==> src/rtl/rsrb_pkg.sv <==
// Package for the sequence reorder buffer: constants, item structs and control structs.
package rsrb_pkg;

  // Slot count; the slot index is the low bits of the sequence number, so this is a power of two.
  localparam int SLOT_COUNT = 64;
  localparam int IDX_W      = $clog2(SLOT_COUNT);
  localparam int CNT_W      = $clog2(SLOT_COUNT + 1);

  localparam logic [16:0] LATE_WINDOW   = 17'd1024;
  localparam logic [15:0] AHEAD_LIMIT   = 16'hFFFF >> 1;
  localparam logic [15:0] TIMEOUT_RESET = 16'd100;

  typedef enum logic [1:0] {
    KIND_RELEASE   = 2'd0,
    KIND_LATE      = 2'd1,
    KIND_AHEAD     = 2'd2,
    KIND_COLLISION = 2'd3
  } kind_t;

  typedef struct packed {
    logic [15:0] seq;
    logic [15:0] packet_handle;
    logic [31:0] rx_time_ms;
    logic [31:0] now_ms;
  } in_item_t;

  typedef struct packed {
    kind_t       kind;
    logic [15:0] out_seq;
    logic [15:0] out_handle;
    logic        last;
  } out_item_t;

  typedef struct packed {
    logic [15:0] seq;
    logic [15:0] handle;
    logic [31:0] rx;
  } slot_entry_t;

  // Commands from the controller to the datapath.
  typedef struct packed {
    logic latch_in;
    logic srch_start;
    logic srch_step;
    logic apply_tmo;
    logic rd_slot;
    logic drop_emit;
    logic slot_write;
    logic rel_rd;
    logic rel_take;
    logic rel_flush;
    logic clear_wait;
    logic rx_rd;
    logic rx_latch;
  } cmd_t;

  // Status from the datapath to the controller.
  typedef struct packed {
    logic timeout;
    logic srch_done;
    logic drop;
    logic match;
    logic rel_full;
    logic pend_v;
    logic out_free;
    logic empty;
    logic waiting;
  } sts_t;

endpackage

==> src/rtl/rsrb_ctrl.sv <==
// Controller state machine for the sequence reorder buffer.
module rsrb_ctrl (
  input  logic          clk,
  input  logic          rst_n,
  input  logic          in_valid,
  output logic          in_ready,
  input  rsrb_pkg::sts_t sts,
  output rsrb_pkg::cmd_t cmd
);
  import rsrb_pkg::*;

  typedef enum logic [11:0] {
    S_IDLE   = 12'b000000000001,
    S_TMO    = 12'b000000000010,
    S_SRCH   = 12'b000000000100,
    S_SAPPLY = 12'b000000001000,
    S_DRD    = 12'b000000010000,
    S_DCHK   = 12'b000000100000,
    S_RELRD  = 12'b000001000000,
    S_RELCHK = 12'b000010000000,
    S_RELEND = 12'b000100000000,
    S_FINAL  = 12'b001000000000,
    S_RXSET  = 12'b010000000000,
    S_SPARE  = 12'b100000000000
  } state_t;

  state_t state_r, state_nxt;
  logic   final_mode_r, final_mode_nxt;

  always_comb begin
    state_nxt      = state_r;
    final_mode_nxt = final_mode_r;
    cmd            = '0;
    in_ready       = 1'b0;
    unique case (state_r)
      S_IDLE: begin
        in_ready = 1'b1;
        if (in_valid) begin
          cmd.latch_in = 1'b1;
          state_nxt    = S_TMO;
        end
      end
      S_TMO: begin
        if (sts.timeout) begin
          cmd.srch_start = 1'b1;
          final_mode_nxt = 1'b0;
          state_nxt      = S_SRCH;
        end else begin
          state_nxt = S_DRD;
        end
      end
      S_SRCH: begin
        cmd.srch_step = 1'b1;
        if (sts.srch_done) state_nxt = S_SAPPLY;
      end
      S_SAPPLY: begin
        if (final_mode_r) begin
          cmd.rx_rd = 1'b1;
          state_nxt = S_RXSET;
        end else begin
          cmd.apply_tmo = 1'b1;
          state_nxt     = S_DRD;
        end
      end
      S_DRD: begin
        cmd.rd_slot = 1'b1;
        state_nxt   = S_DCHK;
      end
      S_DCHK: begin
        if (sts.drop) begin
          if (sts.out_free) begin
            cmd.drop_emit = 1'b1;
            state_nxt     = S_IDLE;
          end
        end else begin
          cmd.slot_write = 1'b1;
          state_nxt      = S_RELRD;
        end
      end
      S_RELRD: begin
        if (sts.rel_full) begin
          state_nxt = S_RELEND;
        end else begin
          cmd.rel_rd = 1'b1;
          state_nxt  = S_RELCHK;
        end
      end
      S_RELCHK: begin
        if (sts.match) begin
          if (!sts.pend_v || sts.out_free) begin
            cmd.rel_take = 1'b1;
            state_nxt    = S_RELRD;
          end
        end else begin
          state_nxt = S_RELEND;
        end
      end
      S_RELEND: begin
        if (!sts.pend_v) begin
          state_nxt = S_FINAL;
        end else if (sts.out_free) begin
          cmd.rel_flush = 1'b1;
          state_nxt     = S_FINAL;
        end
      end
      S_FINAL: begin
        if (sts.empty) begin
          cmd.clear_wait = 1'b1;
          state_nxt      = S_IDLE;
        end else if (sts.waiting) begin
          state_nxt = S_IDLE;
        end else begin
          cmd.srch_start = 1'b1;
          final_mode_nxt = 1'b1;
          state_nxt      = S_SRCH;
        end
      end
      S_RXSET: begin
        cmd.rx_latch = 1'b1;
        state_nxt    = S_IDLE;
      end
      default: state_nxt = S_IDLE;
    endcase
  end

  always_ff @(posedge clk) begin
    if (!rst_n) begin
      state_r      <= S_IDLE;
      final_mode_r <= 1'b0;
    end else begin
      state_r      <= state_nxt;
      final_mode_r <= final_mode_nxt;
    end
  end

endmodule

==> config.mk <==
export PLATFORM = sky130hd
export DESIGN_NAME = rsrb_ctrl
export DESIGN_NICKNAME = d
export VERILOG_FILES = /design/src/rtl/rsrb_pkg.sv /design/src/rtl/rsrb_ctrl.sv
export SDC_FILE = /design/constraint.sdc
export NUM_CORES = 1
export LEC_CHECK = 0
export ABC_AREA = 1
export CORE_MARGIN = 2
export CORE_UTILIZATION = 45
export CTS_BUF_LIST = sky130_fd_sc_hd__clkbuf_8
export CTS_CLUSTER_DIAMETER = 50
export DETAILED_ROUTE_END_ITERATION = 16
export DONT_BUFFER_PORTS = 1
export GPL_TIMING_DRIVEN = 0
export PLACE_DENSITY = 0.71
export SETUP_SLACK_MARGIN = 0.15
export SLEW_MARGIN = 5
export SYNTH_ARGS = -nofsm -noshare
export SYNTH_HDL_FRONTEND = slang
export SYNTH_SLANG_ARGS = --single-unit
==> constraint.sdc <==
create_clock -name clk -period 2.5 [get_ports clk]
set_input_delay 0.5 -clock clk [delete_from_list [all_inputs] [get_ports clk]]
set_output_delay 0.5 -clock clk [all_outputs]
set_load 0.05 [all_outputs]
# Word-level counts from Yosys, hierarchy flattened
# Index checks and enable logic that the tools add are counted.
totals:
  reg_bits: 13
  latchBits: 0
  mem_bits_rw: 0
  mem_bits_ro: 0
  input_bits: 12
  word_cells: 71
  n_memories: 0
classes:
  add_sub_neg: 0
  n_mul: 0
  div: 0
  order_cmp: 0
  eq_ne: 19
  n_shift: 0
  mux: 45
  n_bitwise: 0
  n_reduce_logical: 5
ops:
  columns: ["op", "n"]
  rows:
  - ["12-bit case mux with 10 select lines", 1]
  - ["12-bit two-way mux", 8]
  - ["1-bit two-way mux", 28]
  - ["12-bit by 1-bit equality test with 1-bit output, second input constant", 1]
  - ["12-bit by 10-bit equality test with 1-bit output, second input constant", 1]
  - ["12-bit by 11-bit equality test with 1-bit output, second input constant", 1]
  - ["12-bit by 2-bit equality test with 1-bit output, second input constant", 1]
  - ["12-bit by 3-bit equality test with 1-bit output, second input constant", 1]
  - ["12-bit by 4-bit equality test with 1-bit output, second input constant", 1]
  - ["12-bit by 5-bit equality test with 1-bit output, second input constant", 1]
  - ["12-bit by 6-bit equality test with 1-bit output, second input constant", 1]
  - ["12-bit by 7-bit equality test with 1-bit output, second input constant", 1]
  - ["12-bit by 8-bit equality test with 1-bit output, second input constant", 1]
  - ["12-bit by 9-bit equality test with 1-bit output, second input constant", 1]
  - ["11-bit two-way mux", 1]
  - ["2-bit != test, second input constant", 5]
  - ["9-bit two-way mux", 1]
  - ["3-bit != test, second input constant", 3]
  - ["3-bit two-way mux", 2]
  - ["5-bit two-way mux", 1]
  - ["5-bit AND reduction", 1]
  - ["1-bit case mux with 2 select lines", 2]
  - ["4-bit AND reduction", 1]
  - ["2-bit two-way mux", 1]
  - ["3 further kinds", 3]

# Depth between registers and ports, before layout
# Gate-level depths: netlist (run 1).
depth:
  depth_word: 5
  ltp_mapped: 10

# Worst setup path before layout (run 1)
# No wires, ideal clock.
synth_timing:
  path_kind: "reg-to-output"
  start: "register state_r[2]"
  end: "output cmd[3] in the netlist's numbering"
  t_arrival_ns: 1.827
  setup_slack_ns: 0.173
  stages_incl_launch_ff: 6
  cell_sequence: "dfxtp_1 nor2_2 nand2_2 nor2_2 nand2_2 nor3_1"
synth_lines:
  columns: ["item", "line", "text"]
  rows:
  - ["from (decl)", "rsrb_ctrl.sv:27", "state_t state_r, state_nxt;"]
  - ["from (signal assigned)", "rsrb_ctrl.sv:131", "state_r <= state_nxt;"]
  - ["to (decl)", "rsrb_ctrl.sv:8", "output rsrb_pkg::cmd_t cmd"]

==> impl_results.md, run 1 <==
* Status: completed
* FMAX at 460 MHz
* Critical path's most frequent cell: nor2_4
* Post-DP HPWL at 1570 um
* WS Path Type: register to primary output
* Register area share after synthesis at 0.268
* Leakage at 0.507 nW
* Synth unique cells at 23
* Max-Cap Viols at 0
* Area Overhead vs Synth at 13.1%
* Initial antenna violation count at 0
* PwrDens at ~1200 nW/um^2
* Clk slew on worst S/H paths at 0.06 ns
* Setup TNS at 0 ns
* Worst Setup Start Kind: register
* CTS Buffer Depth at 2
* N_diodes at 0
* Clk sinks at 12
* Worst rel slew slack at 0.605
* 1st-pass router iterations at 4
* Synthesis Warnings at 0
* Synth Area per Inst at 6.27 um^2
* Critical Path Max Stage Delay at 0.46 ns
* Clock power frac at 0.172
* Final net count at between 150 and 200
* Via density at 5.07
* Layout Cells excl Fill at between 150 and 200
* Slew Limit Fails at 0
* Share of post-route cells with drive strength above 1 at 0.265
* H-Tree Level Count at 1
* Vias in the first global route at 780
* Cell Chain, Critical Path: nor2_4 > nand2_4 > nor2_4 > nand2_1 > nor2_2
* Worst Path Buf+Inv at 0
* ANT nets after route at 0
* Fin crit share at 0.869
* Starting DRT DRC Count at 14
* Total power at 1.26 mW
* Syn nets at 155
* P_sw at 669 uW
* DP Cell Count at 170
* RSZ-0062 raised after global routing: no
* Final setup vio count at 0
* Core area at just under 2000 um^2
* Crit end category: primary output
* Data required time of the worst path at 2.00 ns
* Routed vias at 883
* Largest net degree at the start of global routing at 11
* Skew-Pair Late Insertion Delay at 0.25 ns
* Top cells by area, synth: dfxtp_1, nand2_1, inv_1
* Num ports at 26
* Initial Util at 0.467
* Most used DFF post-synth: dfxtp_1
* EDFF count, synth at 0
* Min Tclk post-route at 2.17 ns
* Crit path arrival time at ~1.7 ns
* FF+latch count, synth at 12
* Post-synth top area cell: dfxtp_1
* Setup Skew at 0.00452 ns
* Cell Area, Synth at 897 um^2
* # DRC at 0
* Root Driver: clkbuf_8
* Cell Int Power at ~590 uW
* Comb pwr share at 0.606
* Synth Instances at 143
* IO buf count at 0
* Die ar. at 2370 um^2
* Critical path peak fanout at 7
* Post-layout util at 0.528
* TritonCTS clock tree: done
* Tot GR Track Use at 0.182
* Synth top cells by count: nand2_1, inv_1, nor2_1, dfxtp_1, nor3_1
* Row count at 16
* Routed wire length at 2100 um
* Crit path max-delay family: simple AND/OR/NAND/NOR gates
* Worst min-delay path category: input pin to register
* Fin. Hold Viols at 0
* RD Place Congestion at 0.810
* Height of the chip at slightly below 50 um
* Total gr overflow at 0
* DR WL/cell at around 12 um
* First-pass GRT wire length at between 3000 and 4000 um
* Top-area cell type share of the netlist area at 0.268
* Switch share at 0.533
* Die Wd at around 50 um
* Most common cell in the netlist: nand2_1
* Async SR Flop Fraction at 0
* Worst-margin pin slew at 0.592 ns
* CTS buffer count at 3
* Slowest CP cell: nor2_2
* Peak VDD IR at 0.516 mV
* Reg power frac at 0.222
* Setup repair bufs after CTS at 0
==> worst register-to-register path: stages (launching register included) <==
cell and delay (ns):
dfxtp_1 0.34, nor2_4 0.15, nand2_4 0.10, nor2_8 0.17, nand2_1 0.10, nor2_2 0.48
nor2_2 0.09, nor2_2 0.11
==> timing repair <==
action | 4_1_cts | 5_1_grt
endpoints found under the setup margin | 3 | 5
hold buffers | 0 | 0
gates resized for setup | 3 | 5
endpoints found under the hold margin | 0 | 0
==> worst paths after layout <==
kind	startpoint	endpoint	slack, ns	cells after the start
setup / recovery	state_r[9]	cmd[12]	0.33	5
hold / removal	rst_n	state_r[7]	0.38	2
setup reg to reg	state_r[9]	state_r[7]	0.90	7
hold reg to reg	final_mode_r	final_mode_r	0.54	2
==> per-stage QoR <==
step | cell area, um^2 | hold slack, ns | setup WS [ns]
6_report | 1010 | 0.380 | 0.328
5_1_grt | 1010 | 0.379 | 0.253
4_1_cts | 998 | 0.379 | 0.170
3_5_place_dp | 936 | 0.519 | 0.400
3_3_place_gp | 931 | 0.501 | 0.0667
2_1_floorplan | 897 | 0.483 | 0.173
==> flip-flops by register name, indices dropped and copies added, names as in the netlist <==
signal and cells:
final_mode_r 1, state_r 11
==> layout make-up <==
| cell class | instances | area, um^2 |
|---|---|---|
| clock buffer | 4 | 55.1 |
| fill | 215 | 907 |
| tap | 27 | 33.8 |
| buffer | 1 | 15.0 |
| sequential | 12 | 240 |
| multi-input combinational | 103 | 569 |
| inverter | 27 | 101 |
==> per-layer routing <==
metal  track usage  vias up  part of all wire
met5             0        -                 0
met4         0.105        0             0.025
met3        0.0278        5             0.045
met2         0.295       27              0.47
met1         0.229      403              0.46
li1              -      448                 -
==> placed cells by master, fill, tap and decap left out, types with 3 or more instances in the layout <==
| cell type | n |
|---|---|
| nand2_1 | 33 |
| inv_1 | 22 |
| nor2_2 | 16 |
| dfxtp_1 | 12 |
| nor2_1 | 11 |
| nor3_1 | 10 |
| nand3_1 | 7 |
| inv_2 | 5 |
| nand2_2 | 5 |
| o21ai_0 | 4 |
| clkbuf_8 | 4 |
| nor2_4 | 3 |
| nor3b_1 | 3 |
==> power by group through the flow <==
stage	registers [mW]	logic, mW	clock network, mW
finish	0.279	0.760	0.216
global route	0.286	0.831	0.234
CTS	0.279	0.759	0.220
detailed placement	0.283	0.746	0
global placement	0.281	0.733	0
floorplan	0.277	0.644	0
==> cell families (layout without fill, tap and decap cells) <==
logic type,after synthesis,count (layout),share of synthesized area
compound gates,7,7,0.0404
flops,12,12,0.268
simple gates,96,96,0.562
buf+inv,28,32,0.130
(Power assumes the default switching activity.)
==> inputs of run 2 (changes only) <==
--- a/config.mk
+++ b/config.mk
@@ -6,14 +6,15 @@
 export NUM_CORES = 1
 export LEC_CHECK = 0
 export ABC_AREA = 1
+export BUFFER_PORTS_ARGS = -buffer_cell sky130_fd_sc_hd__buf_4
 export CORE_MARGIN = 2
 export CORE_UTILIZATION = 45
 export CTS_BUF_LIST = sky130_fd_sc_hd__clkbuf_8
 export CTS_CLUSTER_DIAMETER = 50
 export DETAILED_ROUTE_END_ITERATION = 16
-export DONT_BUFFER_PORTS = 1
 export GPL_TIMING_DRIVEN = 0
-export PLACE_DENSITY = 0.71
+export PLACE_DENSITY = 0.82
+export REMOVE_ABC_BUFFERS = 1
 export SETUP_SLACK_MARGIN = 0.15
 export SLEW_MARGIN = 5
 export SYNTH_ARGS = -nofsm -noshare
==> impl_results.md, run 2 (synthesis gave the netlist of run 1 again) <==
* Status: completed
* Via density at 4.81 (-5.2%)
* Setup Skew at 0.00617 ns (+0.00166 ns)
* DR WL/cell at 10.2 um (-15%)
* Worst Setup Start Kind: register
* FMAX at 499 MHz (+8.4%)
* Root Driver: clkbuf_8
* Clock power frac at 0.140 (-0.032)
* Die Wd at 48.7 um (unchanged)
* P_sw at 642 uW (-4.0%)
* Max-Cap Viols at 0 (unchanged)
* DP Area at 1100 um^2 (+18%)
* Row count at 16 (unchanged)
* 1st-pass router iterations at 4 (unchanged)
* Reg power frac at 0.230 (+0.008)
* Cell Chain, Critical Path: nor2_2 > nand2_2 > nor2_2 > nand2_2 > nor3_1 > buf_4
* Initial antenna violation count at 0 (unchanged)
* Commonest non-fill, non-tap cell in the layout: nand2_1
* Worst R2R Path Depth at 10 (+3)
* Area Overhead vs Synth at 27.6%
* Largest registers: state_r: 11 flops, final_mode_r: 1 flops
* Fill cell count at 206 (-4.2%)
* Clk slew on worst S/H paths at 0.05 ns (about the same)
* Routed wire length at 2020 um (-3.9%)
* Max reg flops at 11 (unchanged)
* Post-DP HPWL at 1660 um (+6.2%)
* Final Instance Area at 1140 um^2 (+13%)
* Slew Limit Fails at 0 (unchanged)
* CP startpoint: state_r[2]
* Crit path arrival time at 1.50 ns (-0.17 ns)
* Skew-Pair Late Insertion Delay at 0.24 ns (about the same)
* Hold Path Depth at 2 (unchanged)
* Hold slack at 0.512 ns (+0.132 ns)
* H-Tree Level Count at 1 (unchanged)
* Final net count at 184 (+15%)
* IO buf count at 25 (+25)
* RR Startpoint: state_r[2]
* N_diodes at 0 (unchanged)
* Fin crit share at 0.801 (-0.0674)
* Setup TNS at 0 ns (unchanged)
* Critical path peak fanout at 4 (-3)
* Initial Util at 0.467 (unchanged)
* Post-layout util at 0.596 (+0.0677)
* Largest Register: state_r
* Height of the chip at 48.7 um (unchanged)
* CTS buffer count at 3 (unchanged)
* Hold wc startpoint: final_mode_r
* Clk sinks at 12 (unchanged)
* WS Path Type: register to primary output
* # DRC at 0 (unchanged)
* Slowest CP cell: dfxtp_1
* RSZ-0062 raised after global routing: no
* Comb pwr share at 0.630 (+0.024)
* Cell Int Power at 577 uW (-1.7%)
* Fin. Hold Viols at 0 (unchanged)
* Starting DRT DRC Count at 14 (unchanged)
* Worst min-delay path category: register to register
* Critical Path Max Stage Delay at 0.32 ns (-0.14 ns)
* Data required time of the worst path at 2.00 ns (about the same)
* Routed vias at 948 (+7.4%)
* Crit end category: primary output
* Min Tclk post-route at 2.00 ns (-0.169 ns)
* Most frequent cells in the layout: nand2_1, buf_4, inv_1
* Setup repair bufs after CTS at 0 (unchanged)
* Die ar. at 2370 um^2 (unchanged)
* TritonCTS clock tree: done
* Largest net degree at the start of global routing at 15 (+4)
* Peak VDD IR at 0.763 mV (+48%)
* Worst-margin pin slew at 0.345 ns (-0.247 ns)
* Share of post-route cells with drive strength above 1 at 0.318 (+0.0523)
* Tot GR Track Use at 0.191 (+0.00897)
* R2R Setup Slk at 0.98 ns (+0.08 ns)
* RD Place Congestion at 0.850 (+5.0%)
* First-pass GRT wire length at 3590 um (+8.1%)
* Total gr overflow at 0 (unchanged)
* Vias in the first global route at 885 (+13%)
* CP endpoint: cmd[3]
* PwrDens at 1060 nW/um^2 (-14%)
* Hold_buf cts at 0 (unchanged)
* Switch share at 0.527 (-0.00594)
* Worst rel slew slack at 0.768 (+0.164)
* Crit Reg-Reg Endpoint: state_r[5]
* ANT nets after route at 0 (unchanged)
* # resized after CTS at 0 (-3)
* Total power at 1.22 mW (-2.9%)
* CTS Buffer Depth at 2 (unchanged)
* Leakage at 0.619 nW (+22%)
* Final setup vio count at 0 (unchanged)
* Num ports at 26 (unchanged)
* Core area at 1920 um^2 (unchanged)
## run 2: changes by cell type in the layout (fill, tap and decap cells not counted), sizes merged
cell    delta
clkbuf     -1
buf       +24
## run 2: worst min path at each step
stage / endpoint
finish: final_mode_r
global route: final_mode_r
CTS: final_mode_r
detailed placement: final_mode_r
global placement: final_mode_r
floorplan: final_mode_r
## run 2: layout make-up
| type | instances | area [um^2] | share of cell area |
|---|---|---|---|
| multi-input combinational | 103 | 541 | 0.472 |
| inverter | 27 | 101 | 0.0885 |
| tap | 27 | 33.8 | 0.0295 |
| sequential | 12 | 240 | 0.210 |
| timing repair buffer | 25 | 188 | 0.164 |
| clock buffer | 3 | 41.3 | 0.0361 |
## run 2: per-stage QoR
step | instances | setup WS [ns]
after floorplan | 142 | 0.173
after global placement | 194 | 0.779
after detailed placement | 194 | 0.762
after CTS | 197 | 0.495
after global routing | 197 | 0.389
final | 197 | 0.497
## run 2: critical path: cells and delay by family (launching register included)
kind | cells | cell delay, ns
simple gates | 5 | 0.71
flops | 1 | 0.32
buf+inv | 1 | 0.23
## run 2: power groups by stage
stage	sequential, mW	clock, mW	combinational, mW
floorplan	0.277	0	0.609
finish	0.280	0.171	0.768
CTS	0.280	0.175	0.773
global route	0.286	0.185	0.854
detailed placement	0.284	0	0.765
global placement	0.281	0	0.750
## run 2: per-layer routing
metal / up-vias / part of all wire / track usage
li1: 498 / - / -
met1: 415 / 0.46 / 0.234
met2: 30 / 0.48 / 0.345
met3: 5 / 0.048 / 0.0340
met4: 0 / 0.0079 / 0.0429
met5: - / 0 / 0
==> inputs of run 3 (changes only) <==
==> constraint.sdc (replaced) <==
create_clock -name clk -period 2 [get_ports clk]
set_input_delay 0.4 -clock clk [delete_from_list [all_inputs] [get_ports clk]]
set_output_delay 0.4 -clock clk [all_outputs]
set_load 0.05 [all_outputs]
==> impl_results.md, run 3 (synthesis gave the netlist of run 1 again) <==
* Status: completed
* DR WL/cell at 11.9 um (+16%)
* Height of the chip at 48.7 um (unchanged)
* Routed vias at 997 (+5.2%)
* Hold Path Depth at 3 (+1)
* Vias in the first global route at 898 (+1.5%)
* IO buf count at 25 (unchanged)
* DP Cell Count at 194 (unchanged)
* Data required time of the worst path at 1.60 ns (-0.40 ns)
* Largest registers: state_r: 11 flops, final_mode_r: 1 flops
* Max-Cap Viols at 0 (unchanged)
* Worst-margin pin slew at 0.269 ns (-0.0764 ns)
* Min Tclk post-route at 1.84 ns
* H-Tree Level Count at 1 (unchanged)
* Root Driver: clkbuf_8
* Leakage at 0.663 nW (+7.2%)
* Slowest CP cell: dfxtp_1
* Final setup vio count at 0 (unchanged)
* Tot GR Track Use at 0.192 (+0.00131)
* Worst min-delay path category: input pin to register
* Worst Path Buf+Inv at 1 (unchanged)
* Fill cell count at 172 (-17%)
* Reg power frac at 0.205 (-0.025)
* Final net count at 188 (+2.2%)
* Setup Skew at 0.00430 ns (-0.00187 ns)
* Clock power frac at 0.116 (-0.024)
* PwrDens at 1370 nW/um^2 (+29%)
* Critical Path Max Stage Delay at 0.35 ns (+0.03 ns)
* Fin crit share at 0.922
* Post-DP HPWL at 1660 um (unchanged)
* Clk slew on worst S/H paths at 0.05 ns (about the same)
* FMAX at 542 MHz
* P_sw at 970 uW (+51%)
* Comb pwr share at 0.679 (+0.049)
* Fin. Hold Viols at 0 (unchanged)
* DP Area at 1100 um^2 (unchanged)
* Core area at 1920 um^2 (unchanged)
* Starting DRT DRC Count at 12 (-2)
* Cell Int Power at 888 uW (+54%)
* Row count at 16 (unchanged)
* Setup TNS at 0 ns (unchanged)
* Largest net degree at the start of global routing at 15 (unchanged)
* RSZ-0062 raised after global routing: yes
* Die Wd at 48.7 um (unchanged)
* Most frequent cells in the layout: nand2_1, inv_1, buf_4
* Final Instance Area at 1360 um^2 (+18%)
* # DRC at 0 (unchanged)
* Max reg flops at 11 (unchanged)
* First-pass GRT wire length at 3620 um (+0.95%)
* Slew Limit Fails at 0 (unchanged)
* ANT nets after route at 0 (unchanged)
* Num ports at 26 (unchanged)
* Cell Chain, Critical Path: nor2_2 > nand2_4 > nor2_8 > nand2_2 > nor2_4 > buf_8
* Peak VDD IR at 0.819 mV (+7.5%)
* Skew-Pair Late Insertion Delay at 0.23 ns (about the same)
* Largest Register: state_r
* Worst rel slew slack at 0.819 (+0.0508)
* CTS Buffer Depth at 2 (unchanged)
* Crit path arrival time at 1.44 ns (-0.06 ns)
* Clk sinks at 12 (unchanged)
* RD Place Congestion at 0.850 (unchanged)
* Area Overhead vs Synth at 51.2%
* Share of post-route cells with drive strength above 1 at 0.517 (+0.200)
* Crit end category: primary output
* WS Path Type: register to primary output
* Routed wire length at 2380 um (+18%)
* N_diodes at 0 (unchanged)
* 1st-pass router iterations at 4 (unchanged)
* Initial Util at 0.467 (unchanged)
* Worst Setup Start Kind: register
* Total gr overflow at 0 (unchanged)
* Initial antenna violation count at 0 (unchanged)
* Layout Cells excl Fill at 201 (+2.0%)
* Crit path max-delay family: simple AND/OR/NAND/NOR gates
* Via density at 4.96 (+3.1%)
* Die ar. at 2370 um^2 (unchanged)
* Critical path peak fanout at 8 (+4)
* Switch share at 0.522 (-0.00458)
* Worst R2R Path Depth at 10 (unchanged)
* WP depth at 6 (unchanged)
* Hold slack at 0.451 ns (-0.0613 ns)
* Commonest non-fill, non-tap cell in the layout: nand2_1
* CTS buffer count at 3 (unchanged)
* TritonCTS clock tree: done
## run 3: path summary, 6_finish.rpt
| kind | to | startpoint | slack, ns |
|---|---|---|---|
| hold reg to reg | state_r[10] | final_mode_r | 0.53 |
| hold / removal | state_r[8] | rst_n | 0.45 |
| setup / recovery | cmd[5] | state_r[1] | 0.16 |
| setup reg to reg | state_r[5] | state_r[1] | 0.41 |
## run 3: layer usage
layer | up-vias | global-route usage | part of all wire
li1 | 506 | - | -
met1 | 463 | 0.234 | 0.45
met2 | 24 | 0.347 | 0.50
met3 | 4 | 0.0370 | 0.033
met4 | 0 | 0.0429 | 0.010
met5 | - | 0 | 0
## run 3: stage by stage
| stage | utilization | worst slack, ns | total power, mW |
|---|---|---|---|
| floorplan | - | -0.227 | 1.11 |
| global placement | 0.574 | 0.379 | 1.29 |
| detailed placement | 0.574 | 0.362 | 1.31 |
| CTS | 0.605 | 0.133 | 1.57 |
| global route | 0.706 | 0.0700 | 1.99 |
| finish | 0.706 | 0.155 | 1.86 |
## run 3: cell type report
class | instances | area (um^2) | area share
repair buffers | 29 | 267 | 0.196
flip-flops and latches | 12 | 249 | 0.184
clock buffers | 3 | 41.3 | 0.0304
inverters | 27 | 101 | 0.0747
multi-input cells | 103 | 664 | 0.490
well taps | 27 | 33.8 | 0.0249
## run 3: worst register-to-register path, delay by kind of cell, from the launching register on
family,cells,cell delay [ns]
DFF,1,0.35
and+or+nand+nor,10,1.14
## run 3: timing repair
| item | CTS | global route |
|---|---|---|
| endpoints found under the setup margin | 5 | 13 |
| hold buffers | 0 | 0 |
| buffers inserted | 1 | 3 |
| pin swaps | 0 | 10 |
| gates resized for setup | 3 | 51 |
## run 3: power groups by stage
| stage | combinational [mW] | sequential [mW] | clock, mW |
|---|---|---|---|
| after floorplan | 0.761 | 0.346 | 0 |
| after global placement | 0.937 | 0.351 | 0 |
| after detailed placement | 0.957 | 0.355 | 0 |
| after CTS | 1.00 | 0.350 | 0.219 |
| after global routing | 1.37 | 0.388 | 0.232 |
| final | 1.26 | 0.381 | 0.216 |
